File: src/assert_macros.svh
// Assertion macros shared by the parser modules.
// No dependencies; included by the files that check their own logic.
`ifndef ASSERT_MACROS_SVH
`define ASSERT_MACROS_SVH

// Checked on every rising edge, suspended while reset is held.
`define CHECK_RST(lbl, clk, rstn, prop, msg) \
    lbl: assert property (@(posedge clk) disable iff (!(rstn)) (prop)) else $error(msg);

// Checked on every rising edge, reset included.
`define CHECK_ALWAYS(lbl, clk, prop, msg) \
    lbl: assert property (@(posedge clk) (prop)) else $error(msg);

`endif

File: src/lprp_pkg.sv
// Types and constants of the length-prefixed request parser.
// No dependencies; imported by every module of the block.
package lprp_pkg;

    localparam logic [15:0] MAX_ARGS_RESET = 16'd1024;
    localparam int          QUEUE_DEPTH    = 4;

    typedef enum logic [1:0] {
        PH_COUNT   = 2'd0,
        PH_LENGTH  = 2'd1,
        PH_PAYLOAD = 2'd2,
        PH_TAIL    = 2'd3
    } phase_t;

    typedef enum logic [1:0] {
        KIND_COUNT   = 2'd0,
        KIND_LENGTH  = 2'd1,
        KIND_PAYLOAD = 2'd2,
        KIND_STATUS  = 2'd3
    } kind_t;

    typedef enum logic [2:0] {
        ST_OK        = 3'd0,
        ST_SHORT     = 3'd1,
        ST_TOO_MANY  = 3'd2,
        ST_TRUNC_LEN = 3'd3,
        ST_TRUNC_PAY = 3'd4,
        ST_TRAILING  = 3'd5
    } status_t;

    typedef struct packed {
        kind_t       kind;
        logic [31:0] value;
        logic [15:0] arg_index;
        status_t     status;
        logic        is_last;
    } result_t;

    // Results produced by one accepted beat: num is 0, 1 or 2.
    typedef struct packed {
        logic [1:0] num;
        result_t    first;
        result_t    second;
    } push_t;

endpackage

File: src/lprp_parser.sv
// Frame parsing state and per-beat result generation.
// Depends on lprp_pkg and assert_macros.svh.
`include "assert_macros.svh"

module lprp_parser
    import lprp_pkg::*;
(
    input  logic        aclk,
    input  logic        aresetn,
    input  logic        take,
    input  logic [7:0]  in_byte,
    input  logic        frame_last,
    input  logic [15:0] max_args,
    output push_t       push
);

    phase_t      phase_reg, phase_next;
    logic [1:0]  pos_reg, pos_next;
    logic [31:0] field_reg, field_next;
    logic [15:0] args_reg, args_next;
    logic [15:0] cur_reg, cur_next;
    logic [31:0] pay_reg, pay_next;
    status_t     err_reg, err_next;

    always_ff @(posedge aclk) begin
        if (!aresetn) begin
            phase_reg <= PH_COUNT;
            pos_reg   <= 2'd0;
            field_reg <= 32'd0;
            args_reg  <= 16'd0;
            cur_reg   <= 16'd0;
            pay_reg   <= 32'd0;
            err_reg   <= ST_OK;
        end else begin
            phase_reg <= phase_next;
            pos_reg   <= pos_next;
            field_reg <= field_next;
            args_reg  <= args_next;
            cur_reg   <= cur_next;
            pay_reg   <= pay_next;
            err_reg   <= err_next;
        end
    end

    always_comb begin
        logic [31:0] field_full;
        logic        data_vld;
        result_t     data_res;
        result_t     stat_res;
        status_t     st;

        phase_next = phase_reg;
        pos_next   = pos_reg;
        field_next = field_reg;
        args_next  = args_reg;
        cur_next   = cur_reg;
        pay_next   = pay_reg;
        err_next   = err_reg;
        push       = '0;
        data_vld   = 1'b0;
        data_res   = '0;
        stat_res   = '0;
        st         = ST_OK;
        field_full = field_reg | ({24'd0, in_byte} << {pos_reg, 3'b000});

        if (take && err_reg == ST_OK) begin
            unique case (phase_reg)
                PH_COUNT: begin
                    if (pos_reg == 2'd3) begin
                        data_vld       = 1'b1;
                        data_res.kind  = KIND_COUNT;
                        data_res.value = field_full;
                        field_next     = 32'd0;
                        pos_next       = 2'd0;
                        if (field_full > {16'd0, max_args}) begin
                            err_next   = ST_TOO_MANY;
                            phase_next = PH_TAIL;
                        end else begin
                            args_next  = field_full[15:0];
                            cur_next   = 16'd0;
                            phase_next = (field_full[15:0] == 16'd0) ? PH_TAIL : PH_LENGTH;
                        end
                    end else begin
                        field_next = field_full;
                        pos_next   = pos_reg + 2'd1;
                    end
                end
                PH_LENGTH: begin
                    if (pos_reg == 2'd3) begin
                        data_vld           = 1'b1;
                        data_res.kind      = KIND_LENGTH;
                        data_res.value     = field_full;
                        data_res.arg_index = cur_reg;
                        field_next         = 32'd0;
                        pos_next           = 2'd0;
                        pay_next           = field_full;
                        if (field_full == 32'd0) begin
                            cur_next   = cur_reg + 16'd1;
                            args_next  = args_reg - 16'd1;
                            phase_next = (args_reg == 16'd1) ? PH_TAIL : PH_LENGTH;
                        end else begin
                            phase_next = PH_PAYLOAD;
                        end
                    end else begin
                        field_next = field_full;
                        pos_next   = pos_reg + 2'd1;
                    end
                end
                PH_PAYLOAD: begin
                    data_vld           = 1'b1;
                    data_res.kind      = KIND_PAYLOAD;
                    data_res.value     = {24'd0, in_byte};
                    data_res.arg_index = cur_reg;
                    pay_next           = pay_reg - 32'd1;
                    if (pay_reg == 32'd1) begin
                        cur_next   = cur_reg + 16'd1;
                        args_next  = args_reg - 16'd1;
                        phase_next = (args_reg == 16'd1) ? PH_TAIL : PH_LENGTH;
                    end
                end
                PH_TAIL: begin
                    err_next = ST_TRAILING;
                end
                default: begin
                    err_next = ST_TRAILING;
                end
            endcase
        end

        if (take && frame_last) begin
            if (err_next != ST_OK) begin
                st = err_next;
            end else begin
                unique case (phase_next)
                    PH_COUNT:   st = ST_SHORT;
                    PH_LENGTH:  st = ST_TRUNC_LEN;
                    PH_PAYLOAD: st = ST_TRUNC_PAY;
                    default:    st = ST_OK;
                endcase
            end
            stat_res.kind    = KIND_STATUS;
            stat_res.status  = st;
            stat_res.is_last = 1'b1;
            // The frame is over; the next beat starts a fresh header.
            phase_next = PH_COUNT;
            pos_next   = 2'd0;
            field_next = 32'd0;
            args_next  = 16'd0;
            cur_next   = 16'd0;
            pay_next   = 32'd0;
            err_next   = ST_OK;
        end

        if (data_vld && take && frame_last) begin
            push.num    = 2'd2;
            push.first  = data_res;
            push.second = stat_res;
        end else if (data_vld) begin
            data_res.is_last = 1'b1;
            push.num         = 2'd1;
            push.first       = data_res;
        end else if (take && frame_last) begin
            push.num   = 2'd1;
            push.first = stat_res;
        end
    end

    `CHECK_RST(a_frame_end_clears, aclk, aresetn, (take && frame_last) |=> (phase_reg == PH_COUNT && err_reg == ST_OK && pos_reg == 2'd0), "parser state not cleared after frame end")
    `CHECK_RST(a_error_sticky, aclk, aresetn, (err_reg != ST_OK && !(take && frame_last)) |=> (err_reg == $past(err_reg)), "error code changed before frame end")
    `CHECK_RST(a_payload_pending, aclk, aresetn, (phase_reg == PH_PAYLOAD && err_reg == ST_OK) |-> (pay_reg != 32'd0 && args_reg != 16'd0), "payload phase without bytes or arguments left")

endmodule

File: src/lprp_out_queue.sv
// Four-entry result queue: takes up to two results per cycle, gives one per beat.
// Depends on lprp_pkg and assert_macros.svh.
`include "assert_macros.svh"

module lprp_out_queue
    import lprp_pkg::*;
(
    input  logic    aclk,
    input  logic    aresetn,
    input  push_t   push,
    output logic    room,
    output logic    out_valid,
    input  logic    out_ready,
    output result_t out_res
);

    localparam int PTR_W = $clog2(QUEUE_DEPTH);
    localparam int CNT_W = $clog2(QUEUE_DEPTH + 1);

    result_t            entry_mem [QUEUE_DEPTH];
    logic [PTR_W-1:0]   wr_ptr_reg, wr_ptr_next;
    logic [PTR_W-1:0]   rd_ptr_reg, rd_ptr_next;
    logic [CNT_W-1:0]   count_reg, count_next;
    logic               pop;

    assign pop       = out_valid && out_ready;
    assign out_valid = (count_reg != '0);
    assign out_res   = entry_mem[rd_ptr_reg];
    // Room for the two results that one beat can cause.
    assign room      = (count_reg <= CNT_W'(QUEUE_DEPTH - 2));

    always_comb begin
        wr_ptr_next = wr_ptr_reg + PTR_W'(push.num);
        rd_ptr_next = rd_ptr_reg + PTR_W'(pop);
        count_next  = count_reg + CNT_W'(push.num) - CNT_W'(pop);
    end

    always_ff @(posedge aclk) begin
        if (!aresetn) begin
            wr_ptr_reg <= '0;
            rd_ptr_reg <= '0;
            count_reg  <= '0;
        end else begin
            wr_ptr_reg <= wr_ptr_next;
            rd_ptr_reg <= rd_ptr_next;
            count_reg  <= count_next;
        end
    end

    always_ff @(posedge aclk) begin
        if (push.num != 2'd0) begin
            entry_mem[wr_ptr_reg] <= push.first;
        end
        if (push.num == 2'd2) begin
            entry_mem[wr_ptr_reg + PTR_W'(1)] <= push.second;
        end
    end

    `CHECK_RST(a_no_overflow, aclk, aresetn, count_reg <= CNT_W'(QUEUE_DEPTH), "result queue overflow")
    `CHECK_RST(a_push_needs_room, aclk, aresetn, (push.num != 2'd0) |-> room, "results pushed without room")
    `CHECK_RST(a_pop_only, aclk, aresetn, (pop && push.num == 2'd0) |=> (count_reg == $past(count_reg) - CNT_W'(1)), "queue count wrong after a pop")

endmodule

File: src/length_prefixed_request_parser_unit.sv
// Length-prefixed request parser: byte stream in, count/length/payload/status results out.
// Results are queued; if the queue was empty, the first is on m_ from the next cycle on.
// Throughput: one byte per cycle while s_tready shows room in the four-entry result queue;
// a frame's last byte that also yields data gives two queued results, which take two output beats.
// Reset (aresetn, synchronous, active low): parser and queue empty, max_args back to 1024.
// Depends on lprp_pkg, lprp_parser and lprp_out_queue.
module length_prefixed_request_parser_unit
    import lprp_pkg::*;
(
    input  logic        aclk,
    input  logic        aresetn,
    input  logic        cfg_wr_en,
    input  logic [15:0] cfg_wr_data,   // max_args
    input  logic        s_tvalid,
    output logic        s_tready,
    input  logic [7:0]  s_tdata,       // in_byte [7:0]
    input  logic        s_tlast,       // frame_last
    output logic        m_tvalid,
    input  logic        m_tready,
    output logic [55:0] m_tdata,       // value [31:0], arg_index [47:32], status [50:48], zero
    output logic [1:0]  m_tuser,       // kind [1:0]
    output logic        m_tlast        // is_last
);

    logic [15:0] max_args_reg;
    logic        take;
    push_t       push;
    result_t     out_res;

    always_ff @(posedge aclk) begin
        if (!aresetn) begin
            max_args_reg <= MAX_ARGS_RESET;
        end else if (cfg_wr_en) begin
            max_args_reg <= cfg_wr_data;
        end
    end

    assign take = s_tvalid && s_tready;

    lprp_parser u_parser (
        .aclk       (aclk),
        .aresetn    (aresetn),
        .take       (take),
        .in_byte    (s_tdata),
        .frame_last (s_tlast),
        .max_args   (max_args_reg),
        .push       (push)
    );

    lprp_out_queue u_queue (
        .aclk      (aclk),
        .aresetn   (aresetn),
        .push      (push),
        .room      (s_tready),
        .out_valid (m_tvalid),
        .out_ready (m_tready),
        .out_res   (out_res)
    );

    assign m_tdata = {5'd0, out_res.status, out_res.arg_index, out_res.value};
    assign m_tuser = out_res.kind;
    assign m_tlast = out_res.is_last;

endmodule

File: config.mk
export PLATFORM = sky130hd
export DESIGN_NAME = length_prefixed_request_parser_unit
export DESIGN_NICKNAME = d
export VERILOG_FILES = /design/src/lprp_pkg.sv /design/src/lprp_parser.sv /design/src/lprp_out_queue.sv /design/src/length_prefixed_request_parser_unit.sv
export VERILOG_INCLUDE_DIRS = /design/src /design/src/src
export SDC_FILE = /design/constraint.sdc
export NUM_CORES = 1
export LEC_CHECK = 0
export BUFFER_PORTS_ARGS = -buffer_cell sky130_fd_sc_hd__buf_2
export CAP_MARGIN = 20
export CORE_MARGIN = 10
export CORE_UTILIZATION = 35
export DETAILED_ROUTE_END_ITERATION = 8
export PLACE_DENSITY_LB_ADDON = 0.08
export SKIP_LAST_GASP = 1
export SLEW_MARGIN = 25
export SYNTH_ARGS = -nofsm -noshare
export SYNTH_HDL_FRONTEND = slang
export SYNTH_HIERARCHICAL = 1
export SYNTH_SLANG_ARGS = --single-unit
File: constraint.sdc
create_clock -name aclk -period 16.7 [get_ports aclk]
set_clock_uncertainty 0.2 [all_clocks]
set_input_delay 1.67 -clock aclk [delete_from_list [all_inputs] [get_ports aclk]]
set_output_delay 1.67 -clock aclk [all_outputs]
set_load 0.005 [all_outputs]
* After elaboration in Yosys (flattened, before gate mapping)
Memory sizes are Yosys's and may differ from the RTL's. A register that Yosys moved wholly into a read port is not among the register bits. Cells that the tools add are included.
Storage, ports and cells: register bits after elaboration 126, memory bits (writable) 216, bits of input ports 30, output and inout bits 61, word-level logic and storage cells 111, memories 1
Cells by class: $add $sub $neg 9, magnitude comparators 2, equality and inequality tests 14, shift operators 1, muxes and demuxes 50, bitwise logic cells 2, reduce and logical (&&, ||, !) cells 21
Memories:
- u_queue.entry_mem | words 4, width 54, rd ports 1, clocked after memory_dff 1, wr ports 2, RTL line lprp_out_queue.sv:20 | result_t entry_mem [QUEUE_DEPTH];
Operators by type and width (number):
- two-way mux 16 bit | 10
- two-way mux 56 bit | 2
- one-hot mux 34 bit (3 select lines) | 1
- two-way mux 32 bit | 3
- one-hot mux 16 bit (3 select lines) | 2
- one-hot mux 32 bit (2 select lines) | 1
- two-way mux 55 bit | 1
- two-way mux 54 bit | 1
- two-way mux 50 bit | 1
- two-way mux 49 bit | 1
- == test 32 x 1 -> 1 bit, second input constant | 1
- greater-than comparator 32 x 16 -> 1 bit | 1
- zero test 32 bit | 1
- OR 32 bit | 1
- one-hot mux 16 bit (2 select lines) | 1
- << shifter 8 x 5 -> 32 bit | 1
- subtractor 32 x 1 -> 32 bit, second input constant | 1
- two-way mux 2 bit | 11
- adder 16 x 1 -> 16 bit, second input constant | 1
- == test 16 x 1 -> 1 bit, second input constant | 1
- zero test 16 bit | 1
- subtractor 16 x 1 -> 16 bit, second input constant | 1
- two-way mux 3 bit | 4
- == test 2 bit, second input constant | 5
- 25 further kinds | 45

* Longest topological paths before layout
Gate-level depths: netlist of run 1.
word-level depth 18, mapped depth 15, depth with buffers taken out 12

* Modules after synthesis
Netlist of run 1, hierarchy kept.
Modules (own cells, without submodules):
- lprp_out_queue | times used 1, cells an instance 567, area each 10875.4 um2, sequential area each 6626.4 um2
- lprp_parser | times used 1, cells an instance 967, area each 6912.9 um2, sequential area each 2062.0 um2
- length_prefixed_request_parser_unit | times used 1, cells an instance 58, area each 660.6 um2, sequential area each 320.3 um2

* Least setup slack after synthesis of run 1
OpenSTA, ideal clock, no wires.
path type input to register, from in s_tvalid, to mem u_queue/entry_mem[0][0] (netlist name), enable pin, library setup time 540 ps, arrival time 7247 ps, required time 15960 ps, path slack 8713 ps, stages 9, path buffers 2, cells stage by stage and2_1 or4b_2 clkbuf_1 nor2_1 inv_1 o21ai_0 buf_4 o21bai_1 o21ai_0
RTL lines:
- start, declared | RTL line length_prefixed_request_parser_unit.sv:14 | input logic s_tvalid,
- end, declared | RTL line lprp_out_queue.sv:20

==> results_dict.tcl, run 1 <==
set metrics [dict create \
    status "completed" \
    arrival_ps 5610 \
    die-height_um 250 \
    cap_viol_max_count 0 \
    synth-edff-count 216 \
    die_w_um 250 \
    worstHoldStart "u_parser/args_reg[13]" \
    power_leakage_nw 7.73 \
    nNetsFinal 1708 \
    hpwl_um 32200 \
    rows 84 \
    core_area_um2 52300 \
    grt_overflow 0 \
    fillCellCount 5075 \
    ys_warn_count 6 \
    setup_tns_ps 0 \
    largest_reg_flops 216 \
    initialDrtViolationCount 855 \
    syn_area_um2 18400 \
    synth_cell_types 72 \
    cts_setup_buffers 0 \
    ctsHtreeMaxLevel 2 \
    grt_pass1_wl_um 78900 \
    num_vias 12700 \
    top_level_ports 91 \
    whs_endpoint "u_parser/args_reg[13]" \
    wire_per_inst_um 21.5 \
    gp_congestion 0.818 \
    first_pass_iters 5 \
    cts_buffers 42 \
    slew_headroom_pct 35.7 \
    rr_endpoint "u_queue/entry_mem[2][35]" \
    r2r_cells 12 \
    wl_um 50900 \
    cts_sinks 342 \
    ant_nets 0 \
    rrSetupSlack_ps 11680 \
    synthTopCellsByArea "edfxtp_1 (35%), dfxtp_1 (14%), mux2_1 (12%)" \
    critPathLaunchType "primary input" \
    final_cell_mix "edfxtp_1 (216), mux2_1 (202), dfxtp_1 (124)" \
    drive_gt1_share_pct 16.2 \
    avgViaCountPerCell 5.34 \
    hold_viol_final 0 \
    fmax_mhz 178 \
    critPathMaxFanout 55 \
    port_buffers 85 \
    clkTransAtPathRegs_ps 60 \
    first_global_vias 12700 \
    worstSetupPathType "primary input to flop" \
    synth_seq_cells 342 \
    cts.repair.resized 0 \
    worst_skew_pair.late_latency_ps 580 \
    layout_commonest_cell "edfxtp_1" \
    hold_path.class "flop to flop" \
    post-route-min-period_ps 5620 \
    min_period_over_period_pct 33.6 \
    grt_start_max_net_pins 57 \
    holdPathStages 2 \
    p_per_area_nw_per_um2 112 \
    cp.required_ps 16690 \
    tritoncts "built" \
    antenna_found_initial 6 \
    irDropWorstVdd_mv 0.0596 \
    synth_top_area_cell "edfxtp_1" \
    die-area_um2 62300 \
    critPathCaptureType "flop" \
    layout-area-overhead-vs-synth_pct 11.9 \
    clock_path_buffers 3 \
    netlist.area_leader.share_pct 35.2 \
    start_util_pct 35.2 \
    yosysSeqAreaShare_pct 48.8 \
    post-place-ws_ps 10420 \
    fin_util_pct 39.5 \
    setup_slack_ps 11080 \
    worstMarginPinSlew_ps 964 \
    r2r_start "u_queue/count_reg[0]" \
    synthCells 1592 \
    setup_viol_count_final 0 \
    async_reset_ff_share_pct 0 \
    clockRootBuffer "clkbuf_16" \
    grt_use_total_pct 16.0 \
    final-max-slew-violation-count 0 \
    drc_errors 0 \
    synth-main-ff-cell "edfxtp_1" \
    ctsHoldBuffers 0 \
    rsz0062_at_grt "false" \
    synth_area_per_cell_um2 11.6 \
]
==> how the worst max path moves through the flow <==
stage                        start                        to  slack [ps]  depth (start not counted)
final                     s_tvalid  u_queue/entry_mem[2][35]       11080                         12
after global routing      s_tvalid  u_queue/entry_mem[2][35]       10770                         12
after CTS                 s_tvalid  u_queue/entry_mem[2][35]       11040                         12
after detailed placement  s_tvalid  u_queue/entry_mem[2][11]       10420                         12
after global placement    s_tvalid   u_queue/entry_mem[2][8]       10450                         12
after floorplan           s_tvalid   u_queue/entry_mem[0][0]        8710                          9
==> stage by stage <==
| stage | std cells | total power [mW] | hold slack [ps] | cell area (µm²) |
|---|---|---|---|---|
| 3_5_place_dp | 2291 | 1.42 | 268 | 19200 |
| 2_1_floorplan | 1643 | 1.26 | 242 | 18600 |
| 5_1_grt | 2368 | 2.42 | 313 | 20600 |
| 3_3_place_gp | 2291 | 1.42 | 261 | 19200 |
| 6_report | 2372 | 2.31 | 277 | 20600 |
| 4_1_cts | 2368 | 2.35 | 278 | 20600 |
==> synthesized netlist by cell type (3+ instances only) <==
| master | n |
|---|---|
| a22oi_1 | 11 |
| o32ai_1 | 6 |
| mux2_1 | 202 |
| and4_1 | 3 |
| nand2b_1 | 12 |
| o31a_1 | 4 |
| edfxtp_1 | 216 |
| o31ai_1 | 10 |
| or3_1 | 18 |
| a21o_1 | 8 |
| and3_1 | 5 |
| clkbuf_1 | 49 |
| o211ai_1 | 8 |
| mux2i_1 | 22 |
| mux4_2 | 54 |
| buf_2 | 19 |
| nand3_1 | 22 |
| o41ai_1 | 3 |
| o21ai_0 | 75 |
| o22ai_1 | 16 |
| nand4_1 | 15 |
| mux2_2 | 14 |
| nor3_1 | 44 |
| o2bb2ai_1 | 4 |
| a32o_1 | 3 |
| o221a_2 | 4 |
| o311ai_0 | 5 |
| nand4b_1 | 4 |
| nor4_1 | 18 |
| buf_4 | 61 |
| and2_1 | 26 |
| buf_6 | 16 |
| nor4b_1 | 5 |
| ha_1 | 30 |
| a31oi_1 | 11 |
| nor2b_1 | 25 |
| nand2_1 | 87 |
| buf_1 | 9 |
| a21oi_1 | 90 |
| dfxtp_1 | 126 |
| or4_1 | 8 |
| a211oi_1 | 14 |
| nor2_1 | 124 |
| inv_1 | 47 |
==> power breakdown <==
group	internal, mW	switching (mW)
sequential	0.934	0.0298
combinational	0.184	0.246
clock	0.542	0.374
total	1.66	0.650
==> cell families (layout without fill, tap and decap cells) <==
family / count (synthesis) / count (layout) / synth area share, %
and+or+nand+nor: 426 / 426 / 11.5
DFF: 342 / 342 / 48.8
AOI/OAI and AO/OA: 293 / 293 / 9.96
muxes: 292 / 292 / 21.0
buffers and inverters: 203 / 240 / 6.24
adders and majority gates: 31 / 31 / 2.14
xor gates and xnor gates: 3 / 3 / 0.292
other: 2 / 57 / 0.0407
==> critical path, stage by stage <==
cell      delay, ps
buf_2            70
and2_1          240
or4b_2          720
nor2_1          260
inv_1           120
nand3_1         190
o21ai_0         120
buf_4           200
and4bb_4        330
buf_4           710
o21bai_4        260
buf_4           690
==> per-layer routing <==
layer / wire length, µm / share of wire [%] / track usage [%]
met5: 62 / 0.12 / 0
met4: 938 / 1.8 / 4.38
met3: 2260 / 4.4 / 2.84
met2: 23200 / 46 / 25.2
met1: 24400 / 48 / 22.3
==> cell type report <==
cell class	instances	area, µm²	area share [%]
Sequential cell	342	9010	43.7
Multi-Input combinational cell	1098	8540	41.4
Clock buffer	66	1270	6.16
Tap cell	688	861	4.17
Timing Repair Buffer	115	651	3.15
Inverter	48	180	0.873
Clock inverter	11	124	0.600
Antenna cell	4	10.0	0.0485
(Power assumes the default switching activity.)
==> run 2: changes to the inputs <==
- clock period: 16.7 -> 4.8 ns (I/O delays scaled with it)
==> run 2 against run 1 <==
Against the previous run: highest routed layer unchanged; largest cell class unchanged; sequential cell count did not move; final cell count rose by 1.7%; routed wire length rose by 2.5%; total power rose to 3.5 times the previous value; the flow now finishes with violations (antenna violations); largest power group unchanged.
==> results_dict.tcl, run 2 (synthesized netlist as in run 1, its figures left out) <==
set metrics [dict create \
    die-area_um2 62300 \
    worstHoldStart "m_tready" \
    hpwl_um 34800 \
    avgViaCountPerCell 5.31 \
    cpPeakStageDelay_ps 690 \
    hold_viol_final 0 \
    largest_reg_flops 216 \
    post-place-ws_ps 570 \
    holdPathStages 3 \
    fin_area_um2 21100 \
    critPathCaptureType "flop" \
    drc_errors 0 \
    final-max-slew-violation-count 0 \
    grt_pass1_wl_um 80400 \
    wl_um 52200 \
    num_vias 12800 \
    p_clk_share_pct 38.4 \
    min_period_over_period_pct 86.9 \
    grt_start_max_net_pins 68 \
    hold_path.class "primary input to flop" \
    cts.repair.resized 0 \
    cap_viol_max_count 0 \
    failed_checks "antenna violations" \
    gp_congestion 0.825 \
    setup_viol_count_final 0 \
    p_sw_share_pct 27.6 \
    power_leakage_nw 7.92 \
    first_pass_iters 5 \
    rr_endpoint "u_parser/args_reg[3]" \
    fillCellCount 5085 \
    antenna_found_initial 6 \
    setup_slack_ps 627 \
    wire_per_inst_um 21.6 \
    met2_usage_pct 26.2 \
    cp_cell_sequence "nor2b_1 -> buf_4 -> a21oi_1 -> inv_1 -> ha_1 -> nand4_1 -> nor3_1 -> a21boi_0 -> or4_1 -> a21o_1 -> buf_4 -> o311ai_0 -> o31ai_1" \
    whs_endpoint "u_queue/rd_ptr_reg[0]" \
    grt_overflow 0 \
    power_frac_comb_pct 19.3 \
    tritoncts "built" \
    slowest_stage "or4_1" \
    cpMostUsedCell "buf_4" \
    die-height_um 250 \
    grtUsageMet3_pct 3.68 \
    rows 84 \
    setup_tns_ps 0 \
    slew_headroom_pct 35.5 \
    first_global_vias 12900 \
    die_w_um 250 \
    p_total_mw 7.98 \
    clock_path_buffers 3 \
    r2r_cells 13 \
    met1_usage_pct 22.1 \
    layout_commonest_cell "edfxtp_1" \
    rsz0062_at_grt "false" \
    top_level_ports 91 \
    rrSetupSlack_ps 630 \
    cp.required_ps 5020 \
    post-route-min-period_ps 4170 \
    critPathMaxFanout 19 \
    clockRootBuffer "clkbuf_16" \
    power_frac_seq_pct 42.3 \
    grt_use_total_pct 16.4 \
    ant_nets 1 \
    arrival_ps 4390 \
    status "finished, violations left" \
    grt-busiest-layer "met2" \
    fmax_mhz 240 \
    p_int_mw 5.78 \
    cpLargestDelayFamily "compound AO/OA/AOI/OAI gates" \
    port_buffers 85 \
    p_switching_mw 2.21 \
    cts_buffers 41 \
    dp_cells 2317 \
    crit_buf_inv 3 \
    initialDrtViolationCount 848 \
    ctsHtreeMaxLevel 2 \
    layout.cells.non_filler 2412 \
    irDropWorstVdd_mv 0.205 \
    worstMarginPinSlew_ps 965 \
    critPathLaunchType "flop" \
    postPlaceCellArea_um2 19600 \
    hold_ws_ps 102 \
    clkTransAtPathRegs_ps 60 \
    cts_sinks 342 \
    drive_gt1_share_pct 16.9 \
    core_area_um2 52300 \
    cts_setup_buffers 0 \
    worst_skew_pair.late_latency_ps 560 \
    final_cell_mix "edfxtp_1 (216), mux2_1 (202), dfxtp_1 (124)" \
    start_util_pct 35.2 \
    nNetsFinal 1749 \
    fin_util_pct 40.3 \
    r2r_start "u_parser/pos_reg[1]" \
    worstSetupPathType "flop to flop" \
    layout-area-overhead-vs-synth_pct 14.3 \
    p_per_area_nw_per_um2 379 \
]
[run 2: routing by layer]
layer	share of wire (%)	wire, µm	vias to the layer above
met4	1.8	951	12
met3	5.4	2800	68
met2	46	24200	273
met1	46	24100	6328
met5	0.15	79	-
li1	-	-	6123
[run 2: area by class of cell]
| cell class | count | area, µm² | share of cell area (%) |
|---|---|---|---|
| antenna | 10 | 25.0 | 0.119 |
| clock buffer | 53 | 1110 | 5.27 |
| clock inverter | 16 | 181 | 0.860 |
| inverter | 48 | 180 | 0.855 |
| multi-input combinational | 1098 | 8540 | 40.5 |
| sequential | 342 | 9010 | 42.8 |
| tap | 688 | 861 | 4.08 |
| timing repair buffer | 157 | 1170 | 5.54 |
[run 2: power groups by stage]
stage	clock, mW	sequential [mW]	combinational, mW
finish	3.06	3.38	1.54
detailed placement	0	3.45	1.56
floorplan	0	3.35	1.02
global route	3.28	3.40	1.69
global placement	0	3.48	1.50
CTS	3.17	3.38	1.57
[run 2: repair_timing]
action / CTS / global route
setup endpoints to repair: 0 / 0
hold buffers: 16 / 0
endpoints found under the hold margin: 16 / 0
[run 2: worst max path at each step]
stage,start,to,slack (ps),depth (start not counted)
floorplan,u_queue/count_reg[0],u_queue/entry_mem[1][0],-510,11
global placement,s_tdata[4],u_queue/entry_mem[3][2],640,13
detailed placement,s_tdata[4],u_parser/args_reg[3],570,12
CTS,u_parser/pos_reg[1],u_parser/args_reg[3],610,12
global route,u_queue/count_reg[0],u_queue/entry_mem[0][20],350,11
finish,u_parser/pos_reg[1],u_parser/args_reg[3],630,13
[run 2: worst min-delay path: stages]
cell and delay [ps]:
buf_2 130, o31ai_1 120, mux2i_1 80
